## config.mk

```make
export PLATFORM = sky130hd
export DESIGN_NAME = debounced_button_led_controller
export DESIGN_NICKNAME = d
export VERILOG_FILES = /design/src/sv/dbled_pkg.sv /design/src/sv/debounced_button_led_controller.sv
export SDC_FILE = /design/constraint.sdc
export NUM_CORES = 1
export LEC_CHECK = 0
export ABC_AREA = 1
export BUFFER_PORTS_ARGS = -buffer_cell sky130_fd_sc_hd__buf_2
export CAP_MARGIN = 20
export CORE_ASPECT_RATIO = 1.5
export CORE_MARGIN = 2
export CORE_UTILIZATION = 30
export DETAILED_ROUTE_END_ITERATION = 8
export PLACE_DENSITY = 0.54
export SLEW_MARGIN = 20
export SYNTH_ARGS = -nofsm -noshare
export SYNTH_HDL_FRONTEND = slang
export SYNTH_SLANG_ARGS = --single-unit
```

## constraint.sdc

```tcl
create_clock -name aclk -period 6.5 [get_ports aclk]
set_input_delay 1.3 -clock aclk [delete_from_list [all_inputs] [get_ports aclk]]
set_output_delay 1.3 -clock aclk [all_outputs]
set_load 0.005 [all_outputs]
```

## src/sv/dbled_pkg.sv

```systemverilog
// ---------------------------------------------------------------------------
// Debounced button LED controller package
// Register indexes, reset values, stream widths and the LED state record
// shared by the controller, its checker and the testbench.
// ---------------------------------------------------------------------------
package dbled_pkg;

    localparam int NUM_BUTTONS = 3;

    localparam int CFG_INDEX_W = 2;
    localparam int CFG_DATA_W  = 16;
    localparam int DEB_W       = 8;
    localparam int INTERVAL_W  = 16;
    localparam int ACTIVE_W    = NUM_BUTTONS;

    localparam int S_TDATA_W = 8;
    localparam int M_TDATA_W = 8;

    typedef enum logic [CFG_INDEX_W-1:0] {
        REG_DEBOUNCE_TICKS = 2'd0,
        REG_BLINK_INTERVAL = 2'd1,
        REG_ACTIVE_LEVELS  = 2'd2
    } cfg_reg_t;

    localparam logic [DEB_W-1:0]      DEBOUNCE_RESET = 8'd20;
    localparam logic [INTERVAL_W-1:0] INTERVAL_RESET = 16'd500;
    localparam logic [ACTIVE_W-1:0]   ACTIVE_RESET   = 3'b001;

    typedef struct packed {
        logic mode;
        logic phase;
        logic led0;
        logic led1;
    } led_state_t;

    localparam led_state_t LED_STATE_RESET = '{mode: 1'b0, phase: 1'b0,
                                               led0: 1'b1, led1: 1'b0};

endpackage

```

## src/sv/debounced_button_led_controller.sv

```systemverilog
// ---------------------------------------------------------------------------
// Debounced button LED controller
// Three debounced buttons with latched press detection driving two LEDs that
// blink alternately until the first press and are toggled by presses after.
// ---------------------------------------------------------------------------
//  channel | direction | tdata bits (lowest first)
//  s_      | in        | wake_level, key0_level, key1_level, 5 zero bits
//  m_      | out       | led0_lit, led1_lit, manual_mode, wake_press,
//          |           | key0_press, key1_press, 2 zero bits
//  cfg_    | in        | write only: debounce_ticks, blink_interval, active_levels
//
// One tick transfer is taken per cycle while ready; its result appears in
// the output register on the next cycle. The input side is ready whenever
// the output register is empty or is being drained in the same cycle, so a
// stalled result holds off the input for as long as it waits. Reset is
// synchronous; afterwards every button sits at its inactive level.
// ---------------------------------------------------------------------------
module debounced_button_led_controller #(
    parameter int QUIET_BITS = 8,
    parameter int BLINK_BITS = 16
) (
    input  logic                                 aclk,
    input  logic                                 aresetn,
    input  logic                                 s_tvalid,
    output logic                                 s_tready,
    // wake_level, key0_level, key1_level
    input  logic [dbled_pkg::S_TDATA_W-1:0]      s_tdata,
    output logic                                 m_tvalid,
    input  logic                                 m_tready,
    // led0_lit, led1_lit, manual_mode, wake_press, key0_press, key1_press
    output logic [dbled_pkg::M_TDATA_W-1:0]      m_tdata,
    input  logic                                 cfg_we,
    input  logic [dbled_pkg::CFG_INDEX_W-1:0]    cfg_index,
    input  logic [dbled_pkg::CFG_DATA_W-1:0]     cfg_wdata
);

    localparam int NB     = dbled_pkg::NUM_BUTTONS;
    localparam int QCMP_W = (QUIET_BITS > dbled_pkg::DEB_W) ? QUIET_BITS : dbled_pkg::DEB_W;
    localparam int BCMP_W = (BLINK_BITS > dbled_pkg::INTERVAL_W) ?
                            BLINK_BITS : dbled_pkg::INTERVAL_W;
    localparam logic [QUIET_BITS-1:0] QUIET_MAX = '1;
    localparam logic [BLINK_BITS-1:0] BLINK_MAX = '1;

    logic [dbled_pkg::DEB_W-1:0]      deb_ticks_reg;
    logic [dbled_pkg::INTERVAL_W-1:0] interval_reg;
    logic [dbled_pkg::ACTIVE_W-1:0]   active_reg;

    dbled_pkg::led_state_t led_reg, led_next;
    logic [BLINK_BITS-1:0] elapsed_reg, elapsed_next;
    logic [NB-1:0] prior_reg, prior_next;
    logic [NB-1:0] settled_reg, settled_next;
    logic [NB-1:0] held_reg, held_next;
    logic [QUIET_BITS-1:0] quiet_reg [NB];
    logic [QUIET_BITS-1:0] quiet_next [NB];
    logic [NB-1:0] pulse;
    logic [NB-1:0] level;

    logic                           m_valid_reg;
    logic [dbled_pkg::M_TDATA_W-1:0] m_data_reg, m_data_next;
    logic                           accept;
    logic [BLINK_BITS-1:0]          elapsed_inc;
    logic                           blink_hit;
    logic                           phase_new;

    assign s_tready = !m_valid_reg || m_tready;
    assign accept   = s_tvalid && s_tready;
    assign m_tvalid = m_valid_reg;
    assign m_tdata  = m_data_reg;
    assign level    = s_tdata[NB-1:0];

    always_ff @(posedge aclk) begin
        if (!aresetn) begin
            deb_ticks_reg <= dbled_pkg::DEBOUNCE_RESET;
            interval_reg  <= dbled_pkg::INTERVAL_RESET;
            active_reg    <= dbled_pkg::ACTIVE_RESET;
        end else if (cfg_we) begin
            unique case (dbled_pkg::cfg_reg_t'(cfg_index))
                dbled_pkg::REG_DEBOUNCE_TICKS: deb_ticks_reg <= cfg_wdata[dbled_pkg::DEB_W-1:0];
                dbled_pkg::REG_BLINK_INTERVAL: interval_reg  <= cfg_wdata;
                dbled_pkg::REG_ACTIVE_LEVELS:  active_reg    <= cfg_wdata[dbled_pkg::ACTIVE_W-1:0];
                default: ;
            endcase
        end
    end

    always_comb begin
        for (int b = 0; b < NB; b++) begin
            if (level[b] != prior_reg[b]) begin
                quiet_next[b] = '0;
            end else if (quiet_reg[b] != QUIET_MAX) begin
                quiet_next[b] = quiet_reg[b] + 1'b1;
            end else begin
                quiet_next[b] = quiet_reg[b];
            end
            prior_next[b]   = level[b];
            settled_next[b] = settled_reg[b];
            held_next[b]    = held_reg[b];
            pulse[b]        = 1'b0;
            if (QCMP_W'(quiet_next[b]) >= QCMP_W'(deb_ticks_reg)) begin
                settled_next[b] = level[b];
                if (level[b] == active_reg[b]) begin
                    pulse[b]     = (level[b] != settled_reg[b]) && !held_reg[b];
                    held_next[b] = held_reg[b] || (level[b] != settled_reg[b]);
                end else begin
                    held_next[b] = 1'b0;
                end
            end
        end
    end

    assign elapsed_inc = (elapsed_reg != BLINK_MAX) ? elapsed_reg + 1'b1 : elapsed_reg;
    assign blink_hit   = BCMP_W'(elapsed_inc) >= BCMP_W'(interval_reg);
    assign phase_new   = !led_reg.phase;

    always_comb begin
        led_next     = led_reg;
        elapsed_next = elapsed_reg;
        if (!led_reg.mode) begin
            elapsed_next = elapsed_inc;
            if (blink_hit) begin
                elapsed_next   = '0;
                led_next.phase = phase_new;
                led_next.led0  = !phase_new;
                led_next.led1  = phase_new;
            end
        end
        led_next.led0 = led_next.led0 ^ pulse[0] ^ pulse[2];
        led_next.led1 = led_next.led1 ^ pulse[1] ^ pulse[2];
        led_next.mode = led_next.mode || (|pulse);
        m_data_next   = {2'b00, pulse, led_next.mode, led_next.led1, led_next.led0};
    end

    always_ff @(posedge aclk) begin
        if (!aresetn) begin
            led_reg     <= dbled_pkg::LED_STATE_RESET;
            elapsed_reg <= '0;
            prior_reg   <= ~dbled_pkg::ACTIVE_RESET;
            settled_reg <= ~dbled_pkg::ACTIVE_RESET;
            held_reg    <= '0;
            for (int b = 0; b < NB; b++) begin
                quiet_reg[b] <= '0;
            end
        end else if (accept) begin
            led_reg     <= led_next;
            elapsed_reg <= elapsed_next;
            prior_reg   <= prior_next;
            settled_reg <= settled_next;
            held_reg    <= held_next;
            for (int b = 0; b < NB; b++) begin
                quiet_reg[b] <= quiet_next[b];
            end
        end
    end

    always_ff @(posedge aclk) begin
        if (!aresetn) begin
            m_valid_reg <= 1'b0;
        end else if (accept) begin
            m_valid_reg <= 1'b1;
        end else if (m_tready) begin
            m_valid_reg <= 1'b0;
        end
    end

    always_ff @(posedge aclk) begin
        if (accept) begin
            m_data_reg <= m_data_next;
        end
    end

endmodule

```

After elaboration in Yosys (flattened, before gate mapping)
Memory sizes are Yosys's and may differ from the RTL's.
Index checks and enable logic that the tools add are counted.
{"block": "word_totals", "ff_bits": 63, "ram_bits": 24, "inputBits": 31, "output_inout_bits": 10, "elab_cells": 102, "memories": 1}
{"name": "quiet_reg", "depth": 3, "word_bits": 8, "rd": 3, "rd_ports_with_merged_regs": 0, "write_ports": 3, "line": "debounced_button_led_controller.sv:53", "rtl": "logic [QUIET_BITS-1:0] quiet_reg [NB];"}
{"block": "op_classes", "addsub": 4, "order_cmp": 4, "eq_ne": 15, "mux": 28, "bitwise": 8, "n_reduce_logical": 25}
{"operator": "2-to-1 mux 8 bit", "count": 9}
{"operator": "2-to-1 mux 16 bit", "count": 2}
{"operator": "adder 8 x 1 -> 8 bit, second input constant", "count": 3}
{"operator": "greater-or-equal comparator 8 bit", "count": 3}
{"operator": "!= test 8 bit, second input constant", "count": 3}
{"operator": "adder 16 x 1 -> 16 bit, second input constant", "count": 1}
{"operator": "greater-or-equal comparator 16 bit", "count": 1}
{"operator": "!= test 16 bit, second input constant", "count": 1}
{"operator": "2-to-1 mux 1 bit", "count": 15}
{"operator": "AND reduction 2 bit", "count": 7}
{"operator": "!= test 1 bit", "count": 6}
{"operator": "logical NOT 1 bit", "count": 5}
{"operator": "logical OR 1 bit", "count": 5}
{"operator": "logical AND 1 bit", "count": 4}
{"operator": "2-to-1 mux 2 bit", "count": 2}
{"operator": "bitwise XOR 1 bit", "count": 4}
{"operator": "== test 1 bit", "count": 3}
{"operator": "OR 1 bit", "count": 3}
{"operator": "AND reduction 3 bit", "count": 1}
{"operator": "OR reduction 3 bit", "count": 1}
{"operator": "== test 2 x 1 -> 1 bit, second input constant", "count": 1}
{"operator": "== test 2 bit, second input constant", "count": 1}
{"operator": "logical NOT 2 bit", "count": 1}
{"operator": "nonzero test 2 bit", "count": 1}
{"operator": "inverter 1 bit", "count": 1}

Longest topological paths before layout
An unclocked memory read counts as a cell.
{"block": "depth", "depth_word": 8, "mapped_depth": 24, "mapped_depth_nobuf": 24}

Worst setup path after synthesis
Ideal clock, no wire load.
{"block": "synth_timing", "path_type": "in2reg", "startpoint": "input s_tdata[2] (netlist name)", "endpoint": "register m_data_reg (netlist bit m_tdata[0]), data pin", "setup_ns": 0.249, "arrival_time_ns": 3.170, "path_slack_ns": 3.081, "stages": 20, "n_path_buf": 2, "cell_sequence": "clkbuf_2 > xnor2_1 > inv_1 > clkbuf_1 > nor3_1 > ha_1 > nand2_1 > inv_1 > nand2_1 > nand2_1 > nand2_1 > nand3_1 > nand2_1 > inv_1 > nand2_1 > nand2_1 > inv_1 > nand2_1 > nand2_1 > inv_1"}
{"item": "start, declared", "line": "debounced_button_led_controller.sv:27", "rtl": "input logic [dbled_pkg::S_TDATA_W-1:0] s_tdata,"}
{"item": "end signal, assigned", "line": "debounced_button_led_controller.sv:167", "rtl": "m_data_reg <= m_data_next;"}
{"item": "end, declared", "line": "debounced_button_led_controller.sv:59", "rtl": "logic [dbled_pkg::M_TDATA_W-1:0] m_data_reg, m_data_next;"}

==> flow_summary.json <==
{
  "r2r_cells": 21,
  "dp_slack_ns": 2.547,
  "cap_violations": 0,
  "p_sw_frac": 0.2669,
  "finalSetupViolCount": 0,
  "worstPathMaxFanout": 11,
  "critical_path.top_delay_family": "simple AND/OR/NAND/NOR gates",
  "r2r-start": "elapsed_reg[0]",
  "vias": 4427,
  "min_delay_path_depth": 2,
  "cts_resized": 0,
  "power_frac_comb": 0.140,
  "grt_pass1_vias": 4230,
  "vias_per_cell": 4.650,
  "outcome": "finished with violations",
  "synth_flop_cell": "dfxtp_1",
  "finalHoldViolCount": 0,
  "fin_crit_ns": 3.541,
  "cp_data_required_time_ns": 6.61,
  "grt_setup_unrepaired": "no",
  "ir_drop_uv": 98.20,
  "cts_buffer_depth": 2,
  "worstHoldEndpoint": "interval_reg[14]",
  "clockPowerShare": 0.408,
  "cp-end-kind": "register",
  "drt_wl_total_mm": 12.01,
  "fin_skew_ns": 0.01040,
  "intPower_mw": 0.9976,
  "post_cts_buffers": 0,
  "fin_ws_ns": 2.959,
  "crit_top_cell": "nand2_1",
  "seq_area_frac_synth": 0.3804,
  "clk_pin_slew_ns": 0.07,
  "drtIter0Drc": 157,
  "final.period_utilization": 0.5447,
  "overflow": 0,
  "antenna_cells": 0,
  "critPathMaxStageDelay_ns": 0.33,
  "mostFrequentLayoutCell": "nand2_1",
  "drt-pass1-iter-count": 6,
  "die_y_um": 167.8,
  "min_path_type": "register to register",
  "arrival_ns": 3.65,
  "clk_latency_ns": 0.34,
  "drive_gt1_frac": 0.1231,
  "start_util": 0.3081,
  "synth-edff-count": 30,
  "gr-usage-all-layers": 0.1323,
  "dieArea_sq_um": 19000,
  "p_switching_mw": 0.3632,
  "io_buffers": 33,
  "synth_seq_cells": 87,
  "syn_to_final_growth_pct": 12.84,
  "reg2reg_to": "elapsed_reg[5]",
  "max_freq_mhz": 282.4,
  "criticalPathCategory": "input port to register",
  "clkSinkCount": 87,
  "grt_max_degree": 37,
  "rrSetupSlack_ns": 3.11,
  "path_buf_inv": 5,
  "synth_area_per_cell_sq_um": 7.603,
  "largest_reg_flops": 24,
  "p_seq_frac": 0.452,
  "yosys_warnings": 0,
  "dpl.hpwl_mm": 9.360,
  "fp.dieW_um": 113.2,
  "p_per_area_nw_per_um2": 224.7,
  "slew_violations": 0,
  "core_sq_um": 17420,
  "cts_buffers": 9,
  "fin_nets": 809,
  "cts_tree": "built",
  "num_rows": 59,
  "wl_per_cell_um": 12.61,
  "drcViolationCount": 1,
  "worst_slew_pin_slew_ns": 0.9441,
  "hold_start": "interval_reg[14]",
  "htreeDepth": 3,
  "io_pins": 41,
  "antenna_found_initial": 0,
  "worst_path_max_delay_cell": "nor3_1",
  "final_cell_mix": "144 x nand2_1, 94 x inv_1, 62 x a21oi_1",
  "violations": "design-rule violations",
  "cts_root_buf": "clkbuf_16",
  "critical_path.cell_chain": "buf_2, xnor2_1, inv_1, nor3_1, ha_1, nand2_1, a21oi_1, nor2_1, nand3_1, nand2_1, inv_1, nand2_1, nand2_1, inv_1, nand2_1, nand2_1, inv_1",
  "antenna_left": 0,
  "synth.distinct_cells": 48,
  "synth_cells": 706,
  "synthesis.area_sq_um": 5368,
  "place_congestion": 0.7606,
  "slew_headroom": 0.3657,
  "grt_first_pass_wirelength_mm": 20.11,
  "postCtsHoldBufs": 0,
  "worstSetupStartpointType": "input port",
  "fin_tns_setup_ns": 0,
  "async_reset_ff_frac": 0,
  "leakage_nw": 2.714
}
[power by group through the flow]
stage                     Sequential [mW]  Combinational, mW  Clock, mW
after global placement              0.626              0.190          0
after global routing                0.618              0.223      0.595
final                               0.614              0.191      0.555
after floorplan                     0.623              0.141          0
after detailed placement            0.627              0.193          0
after CTS                           0.615              0.194      0.575
[final cells by class]
class                   instances  area [sq um]
multi-input cells             498          2853
fillers                      1875         11360
clock buffers                  12         267.8
flip-flops and latches         87          2042
inverters                     102         382.9
repair buffers                 36         195.2
well taps                     213         266.5
clock inverters                 4         50.05
[metrics by stage]
stage          cell area, sq um  total power, mW  std cells  utilization  hold WS [ns]
2_1_floorplan              5371           0.7635        707            -        0.4265
3_3_place_gp               5724           0.8170        935       0.3286        0.4539
3_5_place_dp               5724           0.8199        935       0.3286        0.4579
4_1_cts                    6042            1.383        951       0.3468        0.4695
5_1_grt                    6057            1.436        952       0.3477        0.4913
6_report                   6057            1.361        952       0.3477        0.4660
[worst max path at each step]
stage,startpoint,endpoint,slack (ns),cells after the start
after global placement,s_tdata[2],m_tdata[0],2.58,17
after detailed placement,s_tdata[2],m_tdata[0],2.55,17
after global routing,s_tdata[2],m_tdata[0],2.63,19
final,s_tdata[2],m_tdata[0],2.96,17
after CTS,s_tdata[2],m_tdata[0],2.93,17
after floorplan,s_tdata[2],m_tdata[0],3.08,20
[cell usage after synthesis, types with 9 or more instances]
cell type  count  share of area
a21oi_1       62          0.058
nor3_1        25          0.023
nand3_1       27          0.025
o211ai_1       9          0.013
nor4_1        13          0.015
inv_1         94          0.066
clkbuf_1      14         0.0098
edfxtp_1      30           0.17
dfxtp_1       57           0.21
nand2_1      144           0.10
ha_1          44           0.10
o21ai_0       31          0.029
nor2_1        58          0.041
xnor2_1       13          0.021
[worst reg2reg max path: cells and delay by family, from the launching register on]
kind	cells	cell delay [ns]
AOI/OAI and AO/OA	1	0.15
adders and majority gates	2	0.47
DFF	1	0.38
buffers and inverters	2	0.21
and+or+nand+nor	16	2.10
[routing by layer]
layer,vias up,share of wire,track usage
li1,2400,-,-
met1,1975,0.43,0.1520
met2,40,0.53,0.2450
met3,12,0.026,0.02556
met4,0,0.014,0.03977
met5,-,0,0
[cell families after synthesis]
| group | share of synthesized area |
|---|---|
| AND/OR/NAND/NOR | 0.2655 |
| adder cells (fa/ha/maj) | 0.1026 |
| AO/OA/AOI/OAI | 0.1294 |
| XOR/XNOR | 0.03263 |
| buffers and inverters | 0.08881 |
| other | 0.0006986 |
| flip-flops | 0.3804 |
Note: power is estimated with default switching activity, not from simulation.
